<file path="config.mk">
export PLATFORM = sky130hd
export DESIGN_NAME = sorted_priority_queue_top
export DESIGN_NICKNAME = d
export VERILOG_FILES = /design/src/spq_pkg.sv /design/src/spq_cell.sv /design/src/sorted_priority_queue_top.sv
export SDC_FILE = /design/constraint.sdc
export NUM_CORES = 2
export LEC_CHECK = 0
export BUFFER_PORTS_ARGS = -buffer_cell sky130_fd_sc_hd__buf_2
export CAP_MARGIN = 20
export CORE_ASPECT_RATIO = 2
export CORE_UTILIZATION = 40
export DETAILED_ROUTE_END_ITERATION = 8
export GPL_TIMING_DRIVEN = 0
export PLACE_DENSITY = 0.53
export SYNTH_ARGS = -nofsm -noshare
export SYNTH_HDL_FRONTEND = slang
export SYNTH_SLANG_ARGS = --single-unit
export TNS_END_PERCENT = 20
</file>
<file path="constraint.sdc">
create_clock -name clk -period 10.33 [get_ports clk]
set_input_delay 1.5495 -clock clk [delete_from_list [all_inputs] [get_ports clk]]
set_output_delay 1.5495 -clock clk [all_outputs]
set_load 0.01 [all_outputs]
</file>
<file path="src/spq_pkg.sv">
// Shared types and codes for the sorted priority queue.
// Used by spq_cell and sorted_priority_queue_top; no other dependencies.
package spq_pkg;

    localparam int CMD_W  = 2;
    localparam int KEY_W  = 32;
    localparam int PRIO_W = 32;
    localparam int STAT_W = 2;
    localparam int OCC_W  = 5;
    localparam int S_DATA_W = 72;
    localparam int M_DATA_W = 72;

    localparam logic [CMD_W-1:0] CMD_INSERT = 2'd0;
    localparam logic [CMD_W-1:0] CMD_POP    = 2'd1;
    localparam logic [CMD_W-1:0] CMD_CHANGE = 2'd2;

    localparam logic [STAT_W-1:0] ST_OK    = 2'd0;
    localparam logic [STAT_W-1:0] ST_EMPTY = 2'd1;
    localparam logic [STAT_W-1:0] ST_NOKEY = 2'd2;
    localparam logic [STAT_W-1:0] ST_FULL  = 2'd3;

    typedef enum logic [1:0] {
        OP_HOLD   = 2'd0,
        OP_INSERT = 2'd1,
        OP_REMOVE = 2'd2,
        OP_POP    = 2'd3
    } op_t;

    typedef struct packed {
        logic                     valid;
        logic [KEY_W-1:0]         key;
        logic signed [PRIO_W-1:0] prio;
    } entry_t;

    typedef struct packed {
        op_t                      op;
        logic [KEY_W-1:0]         key;
        logic signed [PRIO_W-1:0] prio;
    } ctrl_t;

endpackage

</file>
<file path="src/spq_cell.sv">
// One slot of the sorted chain: holds a key/priority entry and shifts
// toward its neighbors on insert and removal. Depends on spq_pkg.
module spq_cell
(
    input  logic            clk,
    input  logic            rst_n,
    input  spq_pkg::ctrl_t  ctrl,
    input  spq_pkg::entry_t left,
    input  spq_pkg::entry_t right,
    input  logic            ge_in,
    input  logic            seen_in,
    output logic            ge_out,
    output logic            seen_out,
    output logic            hit,
    output spq_pkg::entry_t entry
);

    logic                            valid_reg;
    logic                            valid_next;
    logic [spq_pkg::KEY_W-1:0]       key_reg;
    logic [spq_pkg::KEY_W-1:0]       key_next;
    logic signed [spq_pkg::PRIO_W-1:0] prio_reg;
    logic signed [spq_pkg::PRIO_W-1:0] prio_next;

    assign ge_out = valid_reg && (prio_reg >= ctrl.prio);

    // A pop removes the head, so every cell counts as past the match.
    assign seen_out = (ctrl.op == spq_pkg::OP_POP) ? 1'b1
                    : (seen_in || (valid_reg && (key_reg == ctrl.key)));
    assign hit = seen_out && !seen_in;

    always_comb
    begin
        valid_next = valid_reg;
        key_next   = key_reg;
        prio_next  = prio_reg;
        case (ctrl.op) inside
            spq_pkg::OP_INSERT:
            begin
                if (!ge_out)
                begin
                    if (ge_in)
                    begin
                        valid_next = 1'b1;
                        key_next   = ctrl.key;
                        prio_next  = ctrl.prio;
                    end
                    else
                    begin
                        valid_next = left.valid;
                        key_next   = left.key;
                        prio_next  = left.prio;
                    end
                end
            end
            spq_pkg::OP_REMOVE, spq_pkg::OP_POP:
            begin
                if (seen_out)
                begin
                    valid_next = right.valid;
                    key_next   = right.key;
                    prio_next  = right.prio;
                end
            end
            default:
            begin
            end
        endcase
    end

    always_ff @(posedge clk or negedge rst_n)
    begin
        if (!rst_n)
        begin
            valid_reg <= 1'b0;
        end
        else
        begin
            valid_reg <= valid_next;
        end
    end

    always_ff @(posedge clk)
    begin
        key_reg  <= key_next;
        prio_reg <= prio_next;
    end

    assign entry = '{valid: valid_reg, key: key_reg, prio: prio_reg};

endmodule

</file>
<file path="src/sorted_priority_queue_top.sv">
// Top level of the sorted priority queue: command handshake, sequencer and
// a chain of spq_cell slots. Depends on spq_pkg and spq_cell.
//
// Usage: each input word on s_* carries one command (insert, pop head, or
// change the priority of a key). Each command yields exactly one output word
// on m_* with a status code, the popped or changed key, the popped or old
// priority, and the occupancy after the command.
// Sequencing: for insert, pop, unknown codes and refused commands the
// sequencer passes through S_EXEC once and the output word is registered
// as it returns to S_IDLE; a change that finds its key needs one removal
// pass in S_EXEC and one insertion pass in S_REINS before its word is
// registered. Every slot moves in parallel with its neighbors, so no pass
// depends on DEPTH. One command is processed at a time: the next command
// is taken only once the sequencer is back in S_IDLE.
// The output word sits in a register; the next command is accepted while it
// waits only if it is taken in the same cycle, so a stalled receiver holds
// back the input side after at most one word.
// Reset empties the queue at once; slot contents are left as they were and
// are never read until rewritten.
module sorted_priority_queue_top #(
    parameter int DEPTH = 16
)
(
    input  logic                          clk,
    input  logic                          rst_n,
    input  logic                          s_tvalid,
    output logic                          s_tready,
    // cmd[1:0], key[33:2], priority_req[65:34], zero fill
    input  logic [spq_pkg::S_DATA_W-1:0]  s_tdata,
    output logic                          m_tvalid,
    input  logic                          m_tready,
    // status[1:0], out_key[33:2], out_priority[65:34], occupancy[70:66], zero
    output logic [spq_pkg::M_DATA_W-1:0]  m_tdata
);

    localparam int CNT_W = $clog2(DEPTH + 1);
    localparam logic [CNT_W-1:0] CNT_FULL = CNT_W'(DEPTH);
    localparam logic [CNT_W-1:0] CNT_ONE  = CNT_W'(1);

    typedef enum logic [2:0] {
        S_IDLE  = 3'b001,
        S_EXEC  = 3'b010,
        S_REINS = 3'b100
    } state_t;

    state_t                               state_reg, state_next;
    logic [spq_pkg::CMD_W-1:0]            cmd_reg;
    logic [spq_pkg::KEY_W-1:0]            key_reg;
    logic signed [spq_pkg::PRIO_W-1:0]    prio_reg;
    logic signed [spq_pkg::PRIO_W-1:0]    old_prio_reg, old_prio_next;
    logic [CNT_W-1:0]                     count_reg, count_next;

    logic                                 m_tvalid_reg, m_tvalid_next;
    logic [spq_pkg::STAT_W-1:0]           status_reg, status_next;
    logic [spq_pkg::KEY_W-1:0]            out_key_reg, out_key_next;
    logic signed [spq_pkg::PRIO_W-1:0]    out_prio_reg, out_prio_next;
    logic [spq_pkg::OCC_W-1:0]            occ_reg, occ_next;

    spq_pkg::ctrl_t                       ctrl;
    spq_pkg::entry_t                      cell_q [DEPTH];
    logic [DEPTH:0]                       ge;
    logic [DEPTH:0]                       seen;
    logic [DEPTH-1:0]                     hit;
    logic [DEPTH-1:0]                     valid_vec;
    logic [spq_pkg::KEY_W-1:0]            hit_key;
    logic signed [spq_pkg::PRIO_W-1:0]    hit_prio;
    logic                                 accept;
    logic                                 found;

    assign s_tready = (state_reg == S_IDLE) && (!m_tvalid_reg || m_tready);
    assign accept   = s_tvalid && s_tready;

    // A new entry goes ahead of slot 0 unless slot 0 holds a valid entry of equal or higher priority.
    assign ge[0]   = 1'b1;
    assign seen[0] = 1'b0;
    assign found   = seen[DEPTH];

    for (genvar i = 0; i < DEPTH; i++)
    begin : g_cell
        spq_pkg::entry_t left_e, right_e;
        if (i == 0)
        begin : g_first
            assign left_e = '0;
        end
        else
        begin : g_mid_l
            assign left_e = cell_q[i-1];
        end
        if (i == DEPTH - 1)
        begin : g_last
            assign right_e = '0;
        end
        else
        begin : g_mid_r
            assign right_e = cell_q[i+1];
        end

        spq_cell u_cell (
            .clk      (clk),
            .rst_n    (rst_n),
            .ctrl     (ctrl),
            .left     (left_e),
            .right    (right_e),
            .ge_in    (ge[i]),
            .seen_in  (seen[i]),
            .ge_out   (ge[i+1]),
            .seen_out (seen[i+1]),
            .hit      (hit[i]),
            .entry    (cell_q[i])
        );

        assign valid_vec[i] = cell_q[i].valid;
    end

    // At most one cell flags the first match, so an AND-OR select suffices.
    always_comb
    begin
        hit_key  = '0;
        hit_prio = '0;
        for (int i = 0; i < DEPTH; i++)
        begin
            hit_key  = hit_key  | ({spq_pkg::KEY_W{hit[i]}}  & cell_q[i].key);
            hit_prio = hit_prio | ({spq_pkg::PRIO_W{hit[i]}} & cell_q[i].prio);
        end
    end

    // The chain operation depends only on the sequencer state, the command and the entry count, never on the
    // match result that the chain itself produces.
    always_comb
    begin
        ctrl = '{op: spq_pkg::OP_HOLD, key: key_reg, prio: prio_reg};
        unique case (state_reg)
            S_EXEC:
            begin
                case (cmd_reg)
                    spq_pkg::CMD_INSERT:
                    begin
                        if (count_reg != CNT_FULL)
                        begin
                            ctrl.op = spq_pkg::OP_INSERT;
                        end
                    end
                    spq_pkg::CMD_POP:
                    begin
                        if (count_reg != '0)
                        begin
                            ctrl.op = spq_pkg::OP_POP;
                        end
                    end
                    spq_pkg::CMD_CHANGE:
                    begin
                        // With no match nothing shifts, so removal is safe to issue.
                        if (count_reg != '0)
                        begin
                            ctrl.op = spq_pkg::OP_REMOVE;
                        end
                    end
                    default:
                    begin
                    end
                endcase
            end
            S_REINS:
            begin
                ctrl.op = spq_pkg::OP_INSERT;
            end
            default:
            begin
            end
        endcase
    end

    always_comb
    begin
        state_next    = state_reg;
        count_next    = count_reg;
        old_prio_next = old_prio_reg;
        m_tvalid_next = m_tvalid_reg && !m_tready;
        status_next   = status_reg;
        out_key_next  = out_key_reg;
        out_prio_next = out_prio_reg;
        occ_next      = occ_reg;

        unique case (state_reg)
            S_IDLE:
            begin
                if (accept)
                begin
                    state_next = S_EXEC;
                end
            end
            S_EXEC:
            begin
                m_tvalid_next = 1'b1;
                status_next   = spq_pkg::ST_OK;
                out_key_next  = '0;
                out_prio_next = '0;
                state_next    = S_IDLE;
                case (cmd_reg)
                    spq_pkg::CMD_INSERT:
                    begin
                        if (count_reg == CNT_FULL)
                        begin
                            status_next = spq_pkg::ST_FULL;
                        end
                        else
                        begin
                            count_next = count_reg + CNT_ONE;
                        end
                    end
                    spq_pkg::CMD_POP:
                    begin
                        if (count_reg == '0)
                        begin
                            status_next = spq_pkg::ST_EMPTY;
                        end
                        else
                        begin
                            out_key_next  = hit_key;
                            out_prio_next = hit_prio;
                            count_next    = count_reg - CNT_ONE;
                        end
                    end
                    spq_pkg::CMD_CHANGE:
                    begin
                        if (count_reg == '0)
                        begin
                            status_next = spq_pkg::ST_EMPTY;
                        end
                        else
                        begin
                            if (found)
                            begin
                                m_tvalid_next = 1'b0;
                                old_prio_next = hit_prio;
                                count_next    = count_reg - CNT_ONE;
                                state_next    = S_REINS;
                            end
                            else
                            begin
                                status_next = spq_pkg::ST_NOKEY;
                            end
                        end
                    end
                    default:
                    begin
                    end
                endcase
                occ_next = spq_pkg::OCC_W'(count_next);
            end
            S_REINS:
            begin
                count_next    = count_reg + CNT_ONE;
                m_tvalid_next = 1'b1;
                status_next   = spq_pkg::ST_OK;
                out_key_next  = key_reg;
                out_prio_next = old_prio_reg;
                occ_next      = spq_pkg::OCC_W'(count_next);
                state_next    = S_IDLE;
            end
            default:
            begin
                state_next = S_IDLE;
            end
        endcase
    end

    always_ff @(posedge clk or negedge rst_n)
    begin
        if (!rst_n)
        begin
            state_reg    <= S_IDLE;
            count_reg    <= '0;
            m_tvalid_reg <= 1'b0;
        end
        else
        begin
            state_reg    <= state_next;
            count_reg    <= count_next;
            m_tvalid_reg <= m_tvalid_next;
        end
    end

    always_ff @(posedge clk)
    begin
        if (accept)
        begin
            cmd_reg  <= s_tdata[1:0];
            key_reg  <= s_tdata[33:2];
            prio_reg <= s_tdata[65:34];
        end
        old_prio_reg <= old_prio_next;
        status_reg   <= status_next;
        out_key_reg  <= out_key_next;
        out_prio_reg <= out_prio_next;
        occ_reg      <= occ_next;
    end

    assign m_tvalid = m_tvalid_reg;
    assign m_tdata  = {1'b0, occ_reg, out_prio_reg, out_key_reg, status_reg};

    a_count_bound : assert property (@(posedge clk) disable iff (!rst_n)
        count_reg <= CNT_FULL)
        else $error("entry count exceeds queue depth");

    a_valid_match : assert property (@(posedge clk) disable iff (!rst_n)
        $countones(valid_vec) == int'(count_reg))
        else $error("slot valid bits disagree with entry count");

    a_out_free : assert property (@(posedge clk) disable iff (!rst_n)
        (state_reg != S_IDLE) |-> !m_tvalid_reg)
        else $error("output register busy while a command is in progress");

    a_accept_exec : assert property (@(posedge clk) disable iff (!rst_n)
        accept |=> (state_reg == S_EXEC))
        else $error("accepted command did not start execution");

endmodule
</file>
==> results.md, run 1 <==
- Io pins: 150
- Inst Count DP: 12.1k
- Simple-gate share of the synthesized area: 15.0%
- Gpl congestion: 1.23
- Status: stopped before the end
- Last stage: global routing
- Netlist cell types: 93
- Post-CTS Setup Bufs: 0
- Starting Density: 40.3%
- Largest net degree at the start of global routing: 44
- Placed Area: 0.0958 sq mm
- # rows: 241
- Compound-Gate Fraction of Synth Area: 17.0%
- Yosys reg bits: 1218
- First-pass GRT wire length: 1220000 um
- Clock Tree Buf Depth: 4
- Part of the Yosys area used for sequential elements: 41.9%
- Post-synth EDFFs: 1193
- CTS Root Cell: clkbuf_16
- Adder-cell area share of the yosys netlist: 7.40%
- Synth warn: 0
- Via count of the first global-routing pass: 113k
- Post-synthesis xor/xnor area fraction: 5.23%
- Tool error: [ERROR GRT-0116] Global routing finished with congestion. Check the congestion regions in the DRC Viewer.
- Mux cell area share after synthesis: 9.01%
- Syn Inst Count: 8961
- Syn nets: 9552
- Sink Count: 1218
- Total track usage: 76.6%
- Chip width: 332 um
- Mean Syn Cell Area: 9.72 sq um
- HPWL Detailed: 532000 um
- Count of buffers from port buffering: 142
- Grt ovf: 3615
- # resized after CTS: 0
- Num CTS Buffers: 141
- Ys flop type: edfxtp_1
- Ys async rst share: 2.05%
- Largest family of logic cells by synthesized area: compound AO/OA/AOI/OAI gates
- Die Y-Extent: 662 um
- Synth Cell Area: 0.0871 sq mm
- H-tree Lvls: 4
- CTS Hold Bufs: 0
-- cells by family after synthesis --
| logic type | count (synthesis) |
|---|---|
| buffers and inverters | 978 |
| AO/OA/AOI/OAI | 2203 |
| flip-flops | 1218 |
| AND/OR/NAND/NOR | 2747 |
| adder cells (fa/ha/maj) | 515 |
| multiplexers | 779 |
| other | 1 |
| XOR/XNOR | 520 |
-- synthesized netlist by cell type, types with 20 or more instances --
cell,instances,area share (%)
a221oi_1,124,1.2
xnor2_1,246,2.5
mux2_2,34,0.44
nand3_1,219,1.3
a21o_1,165,1.4
and2_1,78,0.56
nor3b_1,70,0.60
and4_1,37,0.37
a211oi_1,20,0.17
nor2b_1,45,0.32
a31oi_1,76,0.55
nor3_1,67,0.39
nand2_1,1082,4.7
o221a_2,64,0.83
edfxtp_1,1193,41
buf_2,49,0.28
ha_1,515,7.4
dfrtp_1,24,0.69
a41oi_1,34,0.34
o221ai_1,69,0.69
a211o_1,39,0.39
o211ai_1,87,0.75
nor2_1,604,2.6
buf_4,38,0.33
o21ai_0,540,3.1
o22ai_1,72,0.52
a32oi_1,28,0.28
buf_1,106,0.46
nor4_1,105,0.75
a22o_1,32,0.32
o21a_1,36,0.31
a21oi_1,545,3.1
and3_1,48,0.34
xor2_1,274,2.8
clkbuf_1,573,2.5
inv_1,201,0.87
mux2i_1,745,8.6
a221o_1,103,1.2
a22oi_1,35,0.30
o2111a_1,32,0.41
nand2b_1,55,0.40
nand4_1,254,1.8
o2111ai_1,36,0.36
-- layer usage --
| layer | global-route usage [%] | overflow |
|---|---|---|
| met1 | 75.2 | 21 |
| met2 | 95.7 | 2278 |
| met3 | 58.0 | 33 |
| met4 | 80.7 | 1280 |
| met5 | 25.9 | 3 |
-- per-stage QoR --
step	hold slack, ns	setup slack, ns	setup TNS, ns
detailed placement	0.594	2.02	0
global placement	0.565	-10.36	-4873.13
floorplan	0.522	2.14	0
CTS	0.602	2.01	0
==> run 2, diff against run 1 <==
--- a/config.mk
+++ b/config.mk
@@ -7,11 +7,10 @@
 export LEC_CHECK = 0
 export BUFFER_PORTS_ARGS = -buffer_cell sky130_fd_sc_hd__buf_2
 export CAP_MARGIN = 20
-export CORE_ASPECT_RATIO = 2
-export CORE_UTILIZATION = 40
+export CORE_UTILIZATION = 25
 export DETAILED_ROUTE_END_ITERATION = 8
 export GPL_TIMING_DRIVEN = 0
-export PLACE_DENSITY = 0.53
+export PLACE_DENSITY_LB_ADDON = 0.15
 export SYNTH_ARGS = -nofsm -noshare
 export SYNTH_HDL_FRONTEND = slang
 export SYNTH_SLANG_ARGS = --single-unit
==> run 2 against run 1 <==
The flow now finishes without violations; synthesized cell count unchanged; area after synthesis unchanged.
==> results.md, run 2 <==
- Status: finished clean
- Fmax: 120 MHz
- Crit end category: register
- Core Region: 0.346 sq mm
- Crit path buffers/inverters: 5
- Die Footprint: 0.351 sq mm
- PD cells: 172 mW/mm^2
- Area overhead of the layout relative to synthesis: 19.8%
- Top cell type's share of synthesized area: 41.1% (unchanged)
- Clk_lat worst skew: 0.96 ns
- Worst r2r src: key_reg[4]
- HPWL Detailed: 521000 um (-2.1%)
- Post-synth EDFFs: 1193 (unchanged)
- Starting Density: 25.1% (-15 points)
- Min-delay src: g_cell[15].u_cell.prio_reg[0]
- RSZ-0062 raised after global routing: no
- Post-route clock period utilization: 80.4%
- Io pins: 150 (unchanged)
- Gpl congestion: 1.08 (-13%)
- Delay-heaviest family, CP: buffers and inverters
- Fin nets: 10.2k
- Final-report setup violation count: 0
- CP max stage delay: 0.94 ns
- Most frequent cells in the layout: edfxtp_1, nand2_1, mux2i_1
- Ys async rst share: 2.05% (unchanged)
- CTS clock-pin slew for the worst setup and hold paths: 0.06 ns
- R2r setup slk: 2.02 ns
- CTS tree: built
- Slew Limit Fails: 0
- Post-route ant nets: 0
- # resized after CTS: 0 (unchanged)
- Relative slew slack: 9.36%
- Commonest cells post-synth: edfxtp_1, nand2_1, mux2i_1
- Part of the Yosys area used for sequential elements: 41.9% (unchanged)
- Via count: 88.1k
- HP Class: register to register
- Worst endpoint required time: 10.92 ns
- Most common cell on crit path: clkbuf_1
- Mean Syn Cell Area: 9.72 sq um (unchanged)
- Maxcap violations: 0
- Critical-path cell list: buf_2, buf_4, xnor2_1, nand4_1, nor4_1, nand4_1, nor4_1, and3_1, clkbuf_1, and2_1, clkbuf_1, clkbuf_1, a22o_1, a221oi_1, a41oi_1
- Clock skew: 0.0796 ns
- Synth warn: 0 (unchanged)
- Min setup slack post-route: 2.02 ns
- Total track usage: 36.7%
- Worst vdd rail ir drop: 0.109 mV
- Crit path from: key_reg[4]
- WHS: 0.596 ns
- Initial DRC count: 13.3k
- Fin. Hold Viols: 0
- Place WS: 2.36 ns (+0.340 ns)
- Share of cells above drive strength 1: 10.1%
- # fillers: 36.4k
- Lkg Pwr: 39.0 nW
- Setup crit start kind: register
- Critical path class: register to register
- Crit Path Max Fanout: 10
- Post-CTS Setup Bufs: 0 (unchanged)
- Sink Count: 1218 (unchanged)
- CTS Hold Bufs: 0 (unchanged)
- First-pass GRT wire length: 850000 um
- Post-Route Utilization: 30.1%
- Initial antenna violation count: 74
- H-tree Lvls: 4 (unchanged)
- Drt drc: 0
- Yosys reg bits: 1218 (unchanged)
- DR WL/cell: 46.4 um
- Most common cell after layout, fill and taps aside: edfxtp_1
- Chip width: 592 um (+78%)
- Via count of the first global-routing pass: 81.3k
- Area contributors post-synth: edfxtp_1, mux2i_1, ha_1, nand2_1, a21oi_1
- Syn Inst Count: 8961 (unchanged)
- # rows: 216 (-10%)
- Netlist cell types: 93 (unchanged)
- Syn nets: 9552 (unchanged)
- Routed WL: 665000 um
- Vias per cell: 6.14
- Post-layout minimum cycle time: 8.31 ns
- Largest net degree at the start of global routing: 39
- Grt ovf: 0
- Worst-Margin Slew: 1.36 ns
- Synth Cell Area: 0.0871 sq mm (unchanged)
- Setup TNS: 0 ns
- WP data arrival: 8.90 ns
- Clock Tree Buf Depth: 4 (unchanged)
- Die Y-Extent: 592 um (-11%)
- Count of buffers from port buffering: 142 (unchanged)
- Num CTS Buffers: 175 (+24%)
- First-pass iteration count of the detailed router: 7
- CP max-delay cell: xnor2_1
- Top-count cell post-synth: edfxtp_1
- Leading area contributor after synthesis: edfxtp_1
- CTS Root Cell: clkbuf_16
- Ys flop type: edfxtp_1
[run 2: cell counts after synthesis]
No cell type changed its count.
[run 2: per-stage QoR]
stage	total power, mW	area (sq um)	std cells
floorplan	8.39	87100	8961
global placement	11.2	93500	13700
detailed placement	11.5	98500	14000
CTS	17.7	104000	14300
global route	18.1	104000	14300
finish	17.9	104000	14300
[run 2: cell type report]
class / instances / area [sq um] / area share [%]
antenna: 57 / 143 / 0.137
buffer: 776 / 3260 / 3.12
clock buffer: 219 / 4630 / 4.44
clock inverter: 91 / 768 / 0.737
inverter: 202 / 763 / 0.732
multi-input combinational: 6765 / 47000 / 45.1
sequential: 1218 / 36500 / 35.0
tap: 4578 / 5730 / 5.49
timing repair buffer: 428 / 5520 / 5.29
[run 2: final timing paths]
check / endpoint / cells past startpoint
setup / recovery: out_key_reg[2] / 15
hold / removal: old_prio_reg[0] / 1
setup reg to reg: out_key_reg[2] / 15
hold reg to reg: old_prio_reg[0] / 1
max in group asynchronous: g_cell[3].u_cell.valid_reg / 1
min in group asynchronous: g_cell[4].u_cell.valid_reg / 1
[run 2: cells by family (layout without fill, tap and decap cells)]
logic type | after synthesis | in the layout | synth area share [%]
other | 1 | 58 | 0.00431
and+or+nand+nor | 2747 | 2747 | 15.0
buffers and inverters | 978 | 1716 | 4.54
xor gates and xnor gates | 520 | 520 | 5.23
muxes | 779 | 779 | 9.01
AOI/OAI and AO/OA | 2203 | 2203 | 17.0
DFF | 1218 | 1218 | 41.9
adders and majority gates | 515 | 515 | 7.40
[run 2: metal layers]
metal | up-vias | part of all wire [%] | wire (um) | global-route usage [%]
met2 | 6452 | 41 | 276000 | 53.8
met3 | 1721 | 9.9 | 65500 | 10.2
met1 | 44800 | 39 | 259000 | 45.3
met5 | - | 0.074 | 490 | 0.0676
li1 | 35100 | - | - | -
met4 | 42 | 9.6 | 64000 | 29.1
[run 2: power by group]
| part | leakage, nW | total (mW) | internal, mW | switching (mW) |
|---|---|---|---|---|
| clock network | 2.63 | 6.17 | 3.40 | 2.77 |
| logic | 25.2 | 5.79 | 1.69 | 4.10 |
| registers | 11.2 | 5.94 | 5.64 | 0.309 |
No activity file was read; power rests on OpenSTA's default activity.
